$ cat config.mk
export PLATFORM = sky130hd
export DESIGN_NAME = numbered_suffix_parser_flat
export DESIGN_NICKNAME = d
export VERILOG_FILES = /design/src/rtl/nsp_pkg.sv /design/src/rtl/nsp_byte_if.sv /design/src/rtl/numbered_suffix_parser.sv /design/src/rtl/nsp_in_reg.sv /design/src/rtl/nsp_core.sv /design/src/rtl/nsp_out_skid.sv /design/src/flat_wrapper.sv
export SDC_FILE = /design/constraint.sdc
export NUM_CORES = 1
export LEC_CHECK = 0
export BUFFER_PORTS_ARGS = -buffer_cell sky130_fd_sc_hd__buf_2
export CAP_MARGIN = 40
export CORE_MARGIN = 2
export CORE_UTILIZATION = 35
export DETAILED_ROUTE_END_ITERATION = 8
export GPL_ROUTABILITY_DRIVEN = 0
export GPL_TIMING_DRIVEN = 1
export REMOVE_ABC_BUFFERS = 1
export SLEW_MARGIN = 20
export SYNTH_ARGS = -nofsm -noshare
export SYNTH_HDL_FRONTEND = slang
export SYNTH_SLANG_ARGS = --single-unit
$ cat constraint.sdc
create_clock -name clk -period 5.8 [get_ports clk]
set_input_delay 1.45 -clock clk [delete_from_list [all_inputs] [get_ports clk]]
set_output_delay 1.45 -clock clk [all_outputs]
set_load 0.01 [all_outputs]
$ cat src/rtl/nsp_pkg.sv
// Package for the numbered suffix parser: beat and result types,
// ASCII codes and the fixed limits of the suffix rule.
// No dependencies; every other file of the block imports it.
`timescale 1ns / 1ps

package nsp_pkg;

    // Field widths
    localparam int BYTE_W   = 8;
    localparam int BASE_W   = 11;
    localparam int SERIAL_W = 32;
    localparam int RUN_W    = 4;
    localparam int DIGIT_W  = 4;
    // Accumulator holds values up to 2^32 (the saturation mark)
    localparam int VAL_W    = SERIAL_W + 1;
    // Width of value * 10 + digit before the saturation check
    localparam int PROD_W   = VAL_W + 4;

    // ASCII codes
    localparam logic [BYTE_W-1:0] CHAR_UNDERSCORE = 8'h5F;
    localparam logic [BYTE_W-1:0] CHAR_ZERO       = 8'h30;
    localparam logic [BYTE_W-1:0] CHAR_NINE       = 8'h39;

    // Suffix rule limits
    localparam logic [RUN_W-1:0] RUN_CAP    = 4'd11;
    localparam logic [RUN_W-1:0] MAX_DIGITS = 4'd10;
    localparam int               MIN_NAME   = 3;

    localparam logic [VAL_W-1:0]  VALUE_LIMIT = 33'h0_FFFF_FFFF;
    localparam logic [VAL_W-1:0]  VALUE_SAT   = 33'h1_0000_0000;

    // One byte of the name
    typedef struct packed {
        logic [BYTE_W-1:0] name_byte;
        logic              is_last;
    } beat_t;

    // One parse result
    typedef struct packed {
        logic [BASE_W-1:0]   base_length;
        logic [SERIAL_W-1:0] serial_number;
    } result_t;

endpackage

$ cat src/rtl/nsp_byte_if.sv
// Channel interfaces of the numbered suffix parser: the name byte stream
// and the result stream, each a valid/ready pair with its payload.
// Depends on nsp_pkg.
`timescale 1ns / 1ps

interface nsp_byte_if import nsp_pkg::*; ();
    logic              valid;
    logic              ready;
    logic [BYTE_W-1:0] name_byte;
    logic              is_last;

    modport source (output valid, name_byte, is_last, input ready);
    modport sink   (input valid, name_byte, is_last, output ready);
endinterface

interface nsp_result_if import nsp_pkg::*; ();
    logic                valid;
    logic                ready;
    logic [BASE_W-1:0]   base_length;
    logic [SERIAL_W-1:0] serial_number;

    modport source (output valid, base_length, serial_number, input ready);
    modport sink   (input valid, base_length, serial_number, output ready);
endinterface

$ cat src/rtl/numbered_suffix_parser.sv
// Numbered suffix parser: finds a trailing "_N" serial suffix in a name.
//
// Channels: name_stream carries one byte of the name per beat, with
// is_last on the final byte. results carries one beat per name:
// base_length (length without the accepted "_N") and serial_number
// (the value N, or 0 with the full length when no suffix is accepted).
// A suffix needs a name of at least 3 bytes, an underscore followed by
// 1 to 10 digits up to the end, no leading zero, N nonzero and N < 2^32.
// Names longer than MAX_LEN count as MAX_LEN bytes.
// Throughput: one byte per cycle unless a full skid stage holds a last byte,
// with a combinational parse step between the input and result registers.
// Path: a last byte waits in the input register, is parsed combinationally,
// and its result is registered in the result register or the skid stage.
// Reset clears the parse state and empties the input, result and skid registers.
// When the receiver stalls, a skid stage holds one extra result; after
// that a last byte waits in the input register and the byte stream
// stalls until results drains.
// Depends on nsp_pkg, nsp_byte_if, nsp_in_reg, nsp_core, nsp_out_skid.
`timescale 1ns / 1ps

module numbered_suffix_parser import nsp_pkg::*;
#(
    parameter int MAX_LEN = 1024
)
(
    input  logic         clk,
    input  logic         rst_n,
    nsp_byte_if.sink     name_stream,
    nsp_result_if.source results
);

    logic    beat_valid;
    beat_t   beat;
    logic    advance;
    logic    res_valid;
    result_t res;
    logic    res_ready;

    // Input register
    nsp_in_reg u_in_reg (
        .clk         (clk),
        .rst_n       (rst_n),
        .name_stream (name_stream),
        .advance     (advance),
        .beat_valid  (beat_valid),
        .beat        (beat)
    );

    // Parse state and suffix decision
    nsp_core #(
        .MAX_LEN (MAX_LEN)
    ) u_core (
        .clk        (clk),
        .rst_n      (rst_n),
        .beat_valid (beat_valid),
        .beat       (beat),
        .advance    (advance),
        .res_valid  (res_valid),
        .res        (res),
        .res_ready  (res_ready)
    );

    // Result register and skid stage
    nsp_out_skid u_out_skid (
        .clk       (clk),
        .rst_n     (rst_n),
        .res_valid (res_valid),
        .res       (res),
        .res_ready (res_ready),
        .results   (results)
    );

    // A result is only produced when the skid stage has room
    assert property (@(posedge clk) disable iff (!rst_n)
        res_valid |-> res_ready)
        else $error("result produced while skid stage full");

    // The skid stage only fills behind a held result beat
    assert property (@(posedge clk) disable iff (!rst_n)
        !res_ready |-> results.valid)
        else $error("skid stage full with result register empty");

    // The byte path only stalls on a last byte blocked by a full skid
    assert property (@(posedge clk) disable iff (!rst_n)
        (beat_valid && !advance) |-> (beat.is_last && !res_ready))
        else $error("byte beat stalled without back-pressure");

    // The result register holds a beat in the cycle after a last byte left the input register
    assert property (@(posedge clk) disable iff (!rst_n)
        (advance && beat.is_last) |=> results.valid)
        else $error("result beat missing after last byte");

endmodule

$ cat src/rtl/nsp_in_reg.sv
// Input register of the numbered suffix parser: holds one byte beat for
// the parse logic and refills in the cycle the held beat is consumed.
// Depends on nsp_pkg and nsp_byte_if.
`timescale 1ns / 1ps

module nsp_in_reg import nsp_pkg::*;
(
    input  logic        clk,
    input  logic        rst_n,
    nsp_byte_if.sink    name_stream,
    input  logic        advance,
    output logic        beat_valid,
    output beat_t       beat
);

    logic  valid_reg;
    logic  valid_next;
    beat_t beat_reg;
    logic  load;

    // Free when empty or when the held beat leaves this cycle
    assign name_stream.ready = !valid_reg || advance;
    assign load              = name_stream.valid && name_stream.ready;

    always_comb
    begin
        valid_next = valid_reg;
        if (load)
        begin
            valid_next = 1'b1;
        end
        else if (advance)
        begin
            valid_next = 1'b0;
        end
    end

    always_ff @(posedge clk or negedge rst_n)
    begin
        if (!rst_n)
        begin
            valid_reg <= 1'b0;
        end
        else
        begin
            valid_reg <= valid_next;
        end
    end

    // Payload, no reset
    always_ff @(posedge clk)
    begin
        if (load)
        begin
            beat_reg.name_byte <= name_stream.name_byte;
            beat_reg.is_last   <= name_stream.is_last;
        end
    end

    assign beat_valid = valid_reg;
    assign beat       = beat_reg;

endmodule

$ cat src/rtl/nsp_core.sv
// Parse logic of the numbered suffix parser: per-name state (byte count,
// digit run, saturating accumulator, flags) and the suffix decision.
// Depends on nsp_pkg.
`timescale 1ns / 1ps

module nsp_core import nsp_pkg::*;
#(
    parameter int MAX_LEN = 1024
)
(
    input  logic    clk,
    input  logic    rst_n,
    input  logic    beat_valid,
    input  beat_t   beat,
    output logic    advance,
    output logic    res_valid,
    output result_t res,
    input  logic    res_ready
);

    localparam int CNT_W = $clog2(MAX_LEN + 1);
    localparam int CMP_W = ((CNT_W > RUN_W) ? CNT_W : RUN_W) + 1;
    localparam int EXT_W = (CMP_W > BASE_W) ? CMP_W : BASE_W;
    localparam logic [CNT_W-1:0] MAX_CNT = CNT_W'(MAX_LEN);

    logic [CNT_W-1:0]  count_reg,    count_next;
    logic [RUN_W-1:0]  run_len_reg,  run_len_next;
    logic [VAL_W-1:0]  run_val_reg,  run_val_next;
    logic              after_us_reg, after_us_next;
    logic              lead_zero_reg, lead_zero_next;
    logic              prev_us_reg,  prev_us_next;

    // Updated state before the end-of-name clear
    logic [CNT_W-1:0]  cnt_upd;
    logic [RUN_W-1:0]  run_upd;
    logic [VAL_W-1:0]  val_upd;
    logic              after_us_upd;
    logic              lead_zero_upd;
    logic              is_digit;
    logic [DIGIT_W-1:0] digit;
    logic [PROD_W-1:0] prod;
    logic [EXT_W-1:0]  cnt_ext;
    logic [EXT_W-1:0]  run_ext;
    logic [EXT_W-1:0]  base_ext;
    logic              accept;

    // A last byte may only move on when the result side has room
    assign advance   = beat_valid && (!beat.is_last || res_ready);
    assign res_valid = advance && beat.is_last;

    // Digit run and accumulator update
    always_comb
    begin
        is_digit = beat.name_byte inside {[CHAR_ZERO:CHAR_NINE]};
        digit    = DIGIT_W'(beat.name_byte - CHAR_ZERO);
        // value * 10 + digit as two shifted adds
        prod     = (PROD_W'(run_val_reg) << 3) + (PROD_W'(run_val_reg) << 1)
                 + PROD_W'(digit);

        run_upd       = run_len_reg;
        val_upd       = run_val_reg;
        after_us_upd  = after_us_reg;
        lead_zero_upd = lead_zero_reg;
        if (is_digit)
        begin
            if (run_len_reg == '0)
            begin
                run_upd       = RUN_W'(1);
                after_us_upd  = prev_us_reg;
                lead_zero_upd = (digit == '0);
                val_upd       = VAL_W'(digit);
            end
            else
            begin
                if (run_len_reg < RUN_CAP)
                begin
                    run_upd = run_len_reg + RUN_W'(1);
                end
                if (run_val_reg > VALUE_LIMIT)
                begin
                    val_upd = VALUE_SAT;
                end
                else if (prod > PROD_W'(VALUE_LIMIT))
                begin
                    val_upd = VALUE_SAT;
                end
                else
                begin
                    val_upd = prod[VAL_W-1:0];
                end
            end
        end
        else
        begin
            run_upd       = '0;
            val_upd       = '0;
            after_us_upd  = 1'b0;
            lead_zero_upd = 1'b0;
        end

        // Byte count saturates at the maximum name length
        cnt_upd = (count_reg < MAX_CNT) ? count_reg + CNT_W'(1) : count_reg;
    end

    // Suffix decision on the updated state
    always_comb
    begin
        cnt_ext  = EXT_W'(cnt_upd);
        run_ext  = EXT_W'(run_upd);
        base_ext = cnt_ext - run_ext - EXT_W'(1);
        accept   = (cnt_ext >= EXT_W'(MIN_NAME))
                && (run_upd != '0)
                && (run_upd <= MAX_DIGITS)
                && after_us_upd
                && !lead_zero_upd
                && (val_upd != '0)
                && (val_upd <= VALUE_LIMIT)
                && (cnt_ext >= run_ext + EXT_W'(1));

        if (accept)
        begin
            res.base_length   = base_ext[BASE_W-1:0];
            res.serial_number = val_upd[SERIAL_W-1:0];
        end
        else
        begin
            res.base_length   = cnt_ext[BASE_W-1:0];
            res.serial_number = '0;
        end
    end

    // Next state: hold, update, or clear after the last byte
    always_comb
    begin
        count_next     = count_reg;
        run_len_next   = run_len_reg;
        run_val_next   = run_val_reg;
        after_us_next  = after_us_reg;
        lead_zero_next = lead_zero_reg;
        prev_us_next   = prev_us_reg;
        if (advance)
        begin
            if (beat.is_last)
            begin
                count_next     = '0;
                run_len_next   = '0;
                run_val_next   = '0;
                after_us_next  = 1'b0;
                lead_zero_next = 1'b0;
                prev_us_next   = 1'b0;
            end
            else
            begin
                count_next     = cnt_upd;
                run_len_next   = run_upd;
                run_val_next   = val_upd;
                after_us_next  = after_us_upd;
                lead_zero_next = lead_zero_upd;
                prev_us_next   = (beat.name_byte == CHAR_UNDERSCORE);
            end
        end
    end

    always_ff @(posedge clk or negedge rst_n)
    begin
        if (!rst_n)
        begin
            count_reg     <= '0;
            run_len_reg   <= '0;
            run_val_reg   <= '0;
            after_us_reg  <= 1'b0;
            lead_zero_reg <= 1'b0;
            prev_us_reg   <= 1'b0;
        end
        else
        begin
            count_reg     <= count_next;
            run_len_reg   <= run_len_next;
            run_val_reg   <= run_val_next;
            after_us_reg  <= after_us_next;
            lead_zero_reg <= lead_zero_next;
            prev_us_reg   <= prev_us_next;
        end
    end

endmodule

$ cat src/rtl/nsp_out_skid.sv
// Result register with a skid stage for the numbered suffix parser;
// its ready toward the parse logic comes straight from a register.
// Depends on nsp_pkg and nsp_result_if.
`timescale 1ns / 1ps

module nsp_out_skid import nsp_pkg::*;
(
    input  logic          clk,
    input  logic          rst_n,
    input  logic          res_valid,
    input  result_t       res,
    output logic          res_ready,
    nsp_result_if.source  results
);

    logic    main_valid_reg, main_valid_next;
    logic    skid_valid_reg, skid_valid_next;
    result_t main_reg,       main_next;
    result_t skid_reg,       skid_next;
    logic    push;
    logic    main_free;

    assign res_ready = !skid_valid_reg;
    assign push      = res_valid && res_ready;
    assign main_free = !main_valid_reg || results.ready;

    // Main register refills from the skid first, then from the parser
    always_comb
    begin
        main_valid_next = main_valid_reg;
        skid_valid_next = skid_valid_reg;
        main_next       = main_reg;
        skid_next       = skid_reg;
        if (main_free)
        begin
            if (skid_valid_reg)
            begin
                main_next       = skid_reg;
                main_valid_next = 1'b1;
                skid_valid_next = 1'b0;
            end
            else if (push)
            begin
                main_next       = res;
                main_valid_next = 1'b1;
            end
            else
            begin
                main_valid_next = 1'b0;
            end
        end
        else if (push)
        begin
            skid_next       = res;
            skid_valid_next = 1'b1;
        end
    end

    always_ff @(posedge clk or negedge rst_n)
    begin
        if (!rst_n)
        begin
            main_valid_reg <= 1'b0;
            skid_valid_reg <= 1'b0;
        end
        else
        begin
            main_valid_reg <= main_valid_next;
            skid_valid_reg <= skid_valid_next;
        end
    end

    // Payload, no reset
    always_ff @(posedge clk)
    begin
        main_reg <= main_next;
        skid_reg <= skid_next;
    end

    assign results.valid         = main_valid_reg;
    assign results.base_length   = main_reg.base_length;
    assign results.serial_number = main_reg.serial_number;

endmodule

$ cat src/flat_wrapper.sv
// flat-port wrapper written by rule: the top's interface ports become plain ports
module numbered_suffix_parser_flat import nsp_pkg::*;
#(
    parameter int MAX_LEN = 1024
)
  (clk, rst_n, name_stream_valid, name_stream_name_byte, name_stream_is_last, name_stream_ready, results_valid, results_base_length, results_serial_number, results_ready);
  nsp_byte_if name_stream_i ();
  nsp_result_if results_i ();
  input  logic clk;
  input  logic rst_n;
  input wire logic [$bits(name_stream_i.valid)-1:0] name_stream_valid;
  input wire logic [$bits(name_stream_i.name_byte)-1:0] name_stream_name_byte;
  input wire logic [$bits(name_stream_i.is_last)-1:0] name_stream_is_last;
  output wire logic [$bits(name_stream_i.ready)-1:0] name_stream_ready;
  output wire logic [$bits(results_i.valid)-1:0] results_valid;
  output wire logic [$bits(results_i.base_length)-1:0] results_base_length;
  output wire logic [$bits(results_i.serial_number)-1:0] results_serial_number;
  input wire logic [$bits(results_i.ready)-1:0] results_ready;
  assign name_stream_i.valid = name_stream_valid;
  assign name_stream_i.name_byte = name_stream_name_byte;
  assign name_stream_i.is_last = name_stream_is_last;
  assign name_stream_ready = name_stream_i.ready;
  assign results_valid = results_i.valid;
  assign results_base_length = results_i.base_length;
  assign results_serial_number = results_i.serial_number;
  assign results_i.ready = results_ready;
  numbered_suffix_parser #(.MAX_LEN(MAX_LEN)) u_core (.clk(clk), .rst_n(rst_n), .name_stream(name_stream_i), .results(results_i));
endmodule
==> out/results.txt <==
max-slew violations -> 0
Die Y -> 168 um
Mapped Avg Cell Area -> 9.87 um2
CTS Hold Bufs -> 0
worst hold path class -> reg -> reg
area of the die -> 0.0283 mm2
P_int -> 1810 uW
part of the power in registers -> 0.487
FF-to-FF path depth -> 14
Pwr per Cell Area -> 232 mW/mm2
number of synthesized register bits -> 149
CP bufs+invs -> 1
layout cells sized above 1 -> 0.129
Distinct cells, synth -> 87
Leak -> 0.00439 uW
worst reg2reg endpoint -> u_core.u_out_skid.results.base_length[3]$_DFFE_PP_
maximum number of pins on one net before global-route repair -> 55
initial antenna violation count -> 0
DRT Wirelength -> 22700 um
setup slack on the worst flop-to-flop path -> 0.89 ns
antenna cells -> 0
r2r startpoint -> u_core.u_in_reg.beat[4]$_DFFE_PP_
Top Ports -> 58
CP startpoint kind -> flop
clock root buffer -> clkbuf_16
Setup WS pre-CTS -> 0.929 ns
Comb pwr share -> 0.097
synthesized cell area -> 0.00945 mm2
most common cell in the netlist -> nand2_1
cell taking the most area after synthesis -> edfxtp_1
Top delay family on crit path -> simple AND/OR/NAND/NOR gates
Die Wd -> 168 um
Initial Util -> 0.353
crit path cell chain -> inv_1, fa_1, fa_1, nor2b_1, o21bai_2, a2111oi_4, or3_4, xnor2_2, and4bb_1, nand4_1, nor4_2, o21a_1, nor2_2, o311a_1
Antenna Nets Post-Route -> 0
Final Worst Setup Slack -> 0.892 ns
all-layer global routing usage -> 0.165
final net count -> 1094
remaining global-route overflow -> 0
post-cts resize count -> 0
dpl cell area -> 0.0100 mm2
Slew HR -> 0.423
drt first pass iters -> 5
Final Critical Period -> 4.91 ns
Crit path required time -> 5.99 ns
Worst path most repeated cell -> fa_1
CTS tree -> yes
WL/cell -> 16.8 um
first-pass GRT wire length -> 37400 um
Clk network pwr share -> 0.416
Psw -> 639 uW
H-tree Lvls -> 4
DPL Wire Length -> 16100 um
design area -> 0.0106 mm2
vias in the first global route -> 7036
sequential area share after synthesis -> 0.445
Worst Max-Slew Pin Slew -> 0.856 ns
Hold Crit Endpoint -> u_core.u_out_skid.results.serial_number[15]$_DFFE_PP_
clk sinks -> 149
final setup vio count -> 0
routed vias/inst -> 5.45
top cells by area, synth -> edfxtp_1, dfrtp_1, ha_1
max reg flops -> 43
kind of critical path -> reg -> reg
Area Overhead vs Synth -> 11.9%
VDD IR max -> 0.121 mV
run status -> complete, no violations
Yosys top cell area share -> 0.302
Synth top cells by count -> nand2_1, edfxtp_1, ha_1, o21ai_0, nor2_1
core region area -> 0.0267 mm2
DR DRC count -> 0
hold path startpoint -> u_core.u_out_skid.skid_reg[15]$_DFFE_PP_
Synth Flop Type -> edfxtp_1
worst hold path depth -> 2
RSZ-0062 raised after global routing -> false
Num CTS Buffers -> 17
Worst-path clk slew -> 0.07 ns
deepest clock path buffer count -> 2
critical path peak fanout -> 11
PortBufs -> 57
Synth Warn # -> 0
Hold Vio Cnt, Final -> 0
CP Data Arrival Time -> 5.10 ns
drt first-iter violations -> 696
clk_lat worst skew -> 0.44 ns
Sw Share -> 0.260
Syn Inst Count -> 957
Post-CTS Setup Repair Bufs -> 0
fin crit share -> 0.846
cell row count -> 60
vias after detailed routing -> 7362
Max-cap violations -> 0
Post-synth EDFFs -> 95
FMAX -> 0.204 GHz
Crit. End Element -> flop
slowest stage cell, crit path -> a2111oi_4
clock skew -> 0.0159 ns
asr flop ratio synth -> 0.362
Worst path max stage delay -> 0.54 ns
-- per-stage QoR --
step,setup TNS [ns],utilization,hold WS [ns],std cells,power [uW]
after global placement,0,0.376,0.484,1320,1450
final,0,0.396,0.521,1352,2450
after floorplan,-0.493,-,0.457,911,1370
after global routing,0,0.396,0.541,1352,2560
after detailed placement,0,0.376,0.503,1320,1460
after CTS,0,0.396,0.522,1352,2480
-- power groups by stage --
stage,clock (uW),combinational [uW],sequential (uW)
floorplan,0,138,1230
detailed placement,0,239,1220
global route,1090,269,1200
global placement,0,236,1220
CTS,1040,240,1200
finish,1020,238,1200
-- placed cells by master (no fill, tap or decap), drive strengths merged, types with 6 or more instances in the layout --
master,synthesis,routed
nor2b,9,9
edfxtp,95,95
clkinv,0,6
nor2,73,73
a21o,14,14
buf,17,68
o31ai,43,43
clkbuf,29,20
nor4,11,11
a211oi,6,6
o21a,6,6
or3,6,6
a21oi,52,52
a31oi,7,7
mux2i,7,7
nand2,132,132
ha,80,80
nand3,29,29
inv,32,34
o211ai,12,12
nor3,15,15
dfrtp,54,54
xnor2,26,26
nand4,13,13
o21ai,78,78
nand2b,9,9
xor2,15,15
o22ai,7,7
-- tightest hold or removal path, cell delays in order, from the launching register on --
cell and delay (ns):
edfxtp_1 0.32, nand2_1 0.05, o31ai_1 0.05
-- cell families (layout without fill, tap and decap cells) --
kind of cell / Yosys count / in the layout / share of synthesized area
compound gates: 274 / 274 / 0.196
xor+xnor: 41 / 41 / 0.0396
fa+ha+maj: 83 / 83 / 0.112
buf+inv: 78 / 132 / 0.0351
flops: 149 / 149 / 0.445
mux: 8 / 8 / 0.00901
simple gates: 324 / 324 / 0.163
-- routing by layer --
layer	vias up	part of all wire	global-route usage
met5	-	0	0
met4	0	0.011	0.0513
met3	17	0.030	0.0244
met2	129	0.48	0.270
met1	3574	0.48	0.225
li1	3642	-	-
-- worst max-delay path by stage --
stage                                                    endpoint  slack (ns)  cells after the start                                         start
2_1_floorplan  u_core.u_out_skid.results.base_length[0]$_DFFE_PP_       -0.01                      2  u_core.u_out_skid.skid_valid_reg$_DFFE_PN0P_
3_3_place_gp   u_core.u_out_skid.results.base_length[3]$_DFFE_PP_        1.03                     14             u_core.u_in_reg.beat[4]$_DFFE_PP_
5_1_grt        u_core.u_out_skid.results.base_length[3]$_DFFE_PP_        0.65                     15             u_core.u_in_reg.beat[4]$_DFFE_PP_
6_report       u_core.u_out_skid.results.base_length[3]$_DFFE_PP_        0.89                     14             u_core.u_in_reg.beat[4]$_DFFE_PP_
4_1_cts        u_core.u_out_skid.results.base_length[3]$_DFFE_PP_        0.94                     14             u_core.u_in_reg.beat[4]$_DFFE_PP_
3_5_place_dp   u_core.u_out_skid.results.base_length[3]$_DFFE_PP_        0.93                     14             u_core.u_in_reg.beat[4]$_DFFE_PP_
-- cell type report --
class	count	area [um2]
fill	2664	16200
multi-input combinational	730	4930
sequential	149	4210
clock buffer	20	447
tap	341	427
timing repair buffer	68	368
inverter	32	120
clock inverter	12	81.3
(Power assumes the default switching activity.)
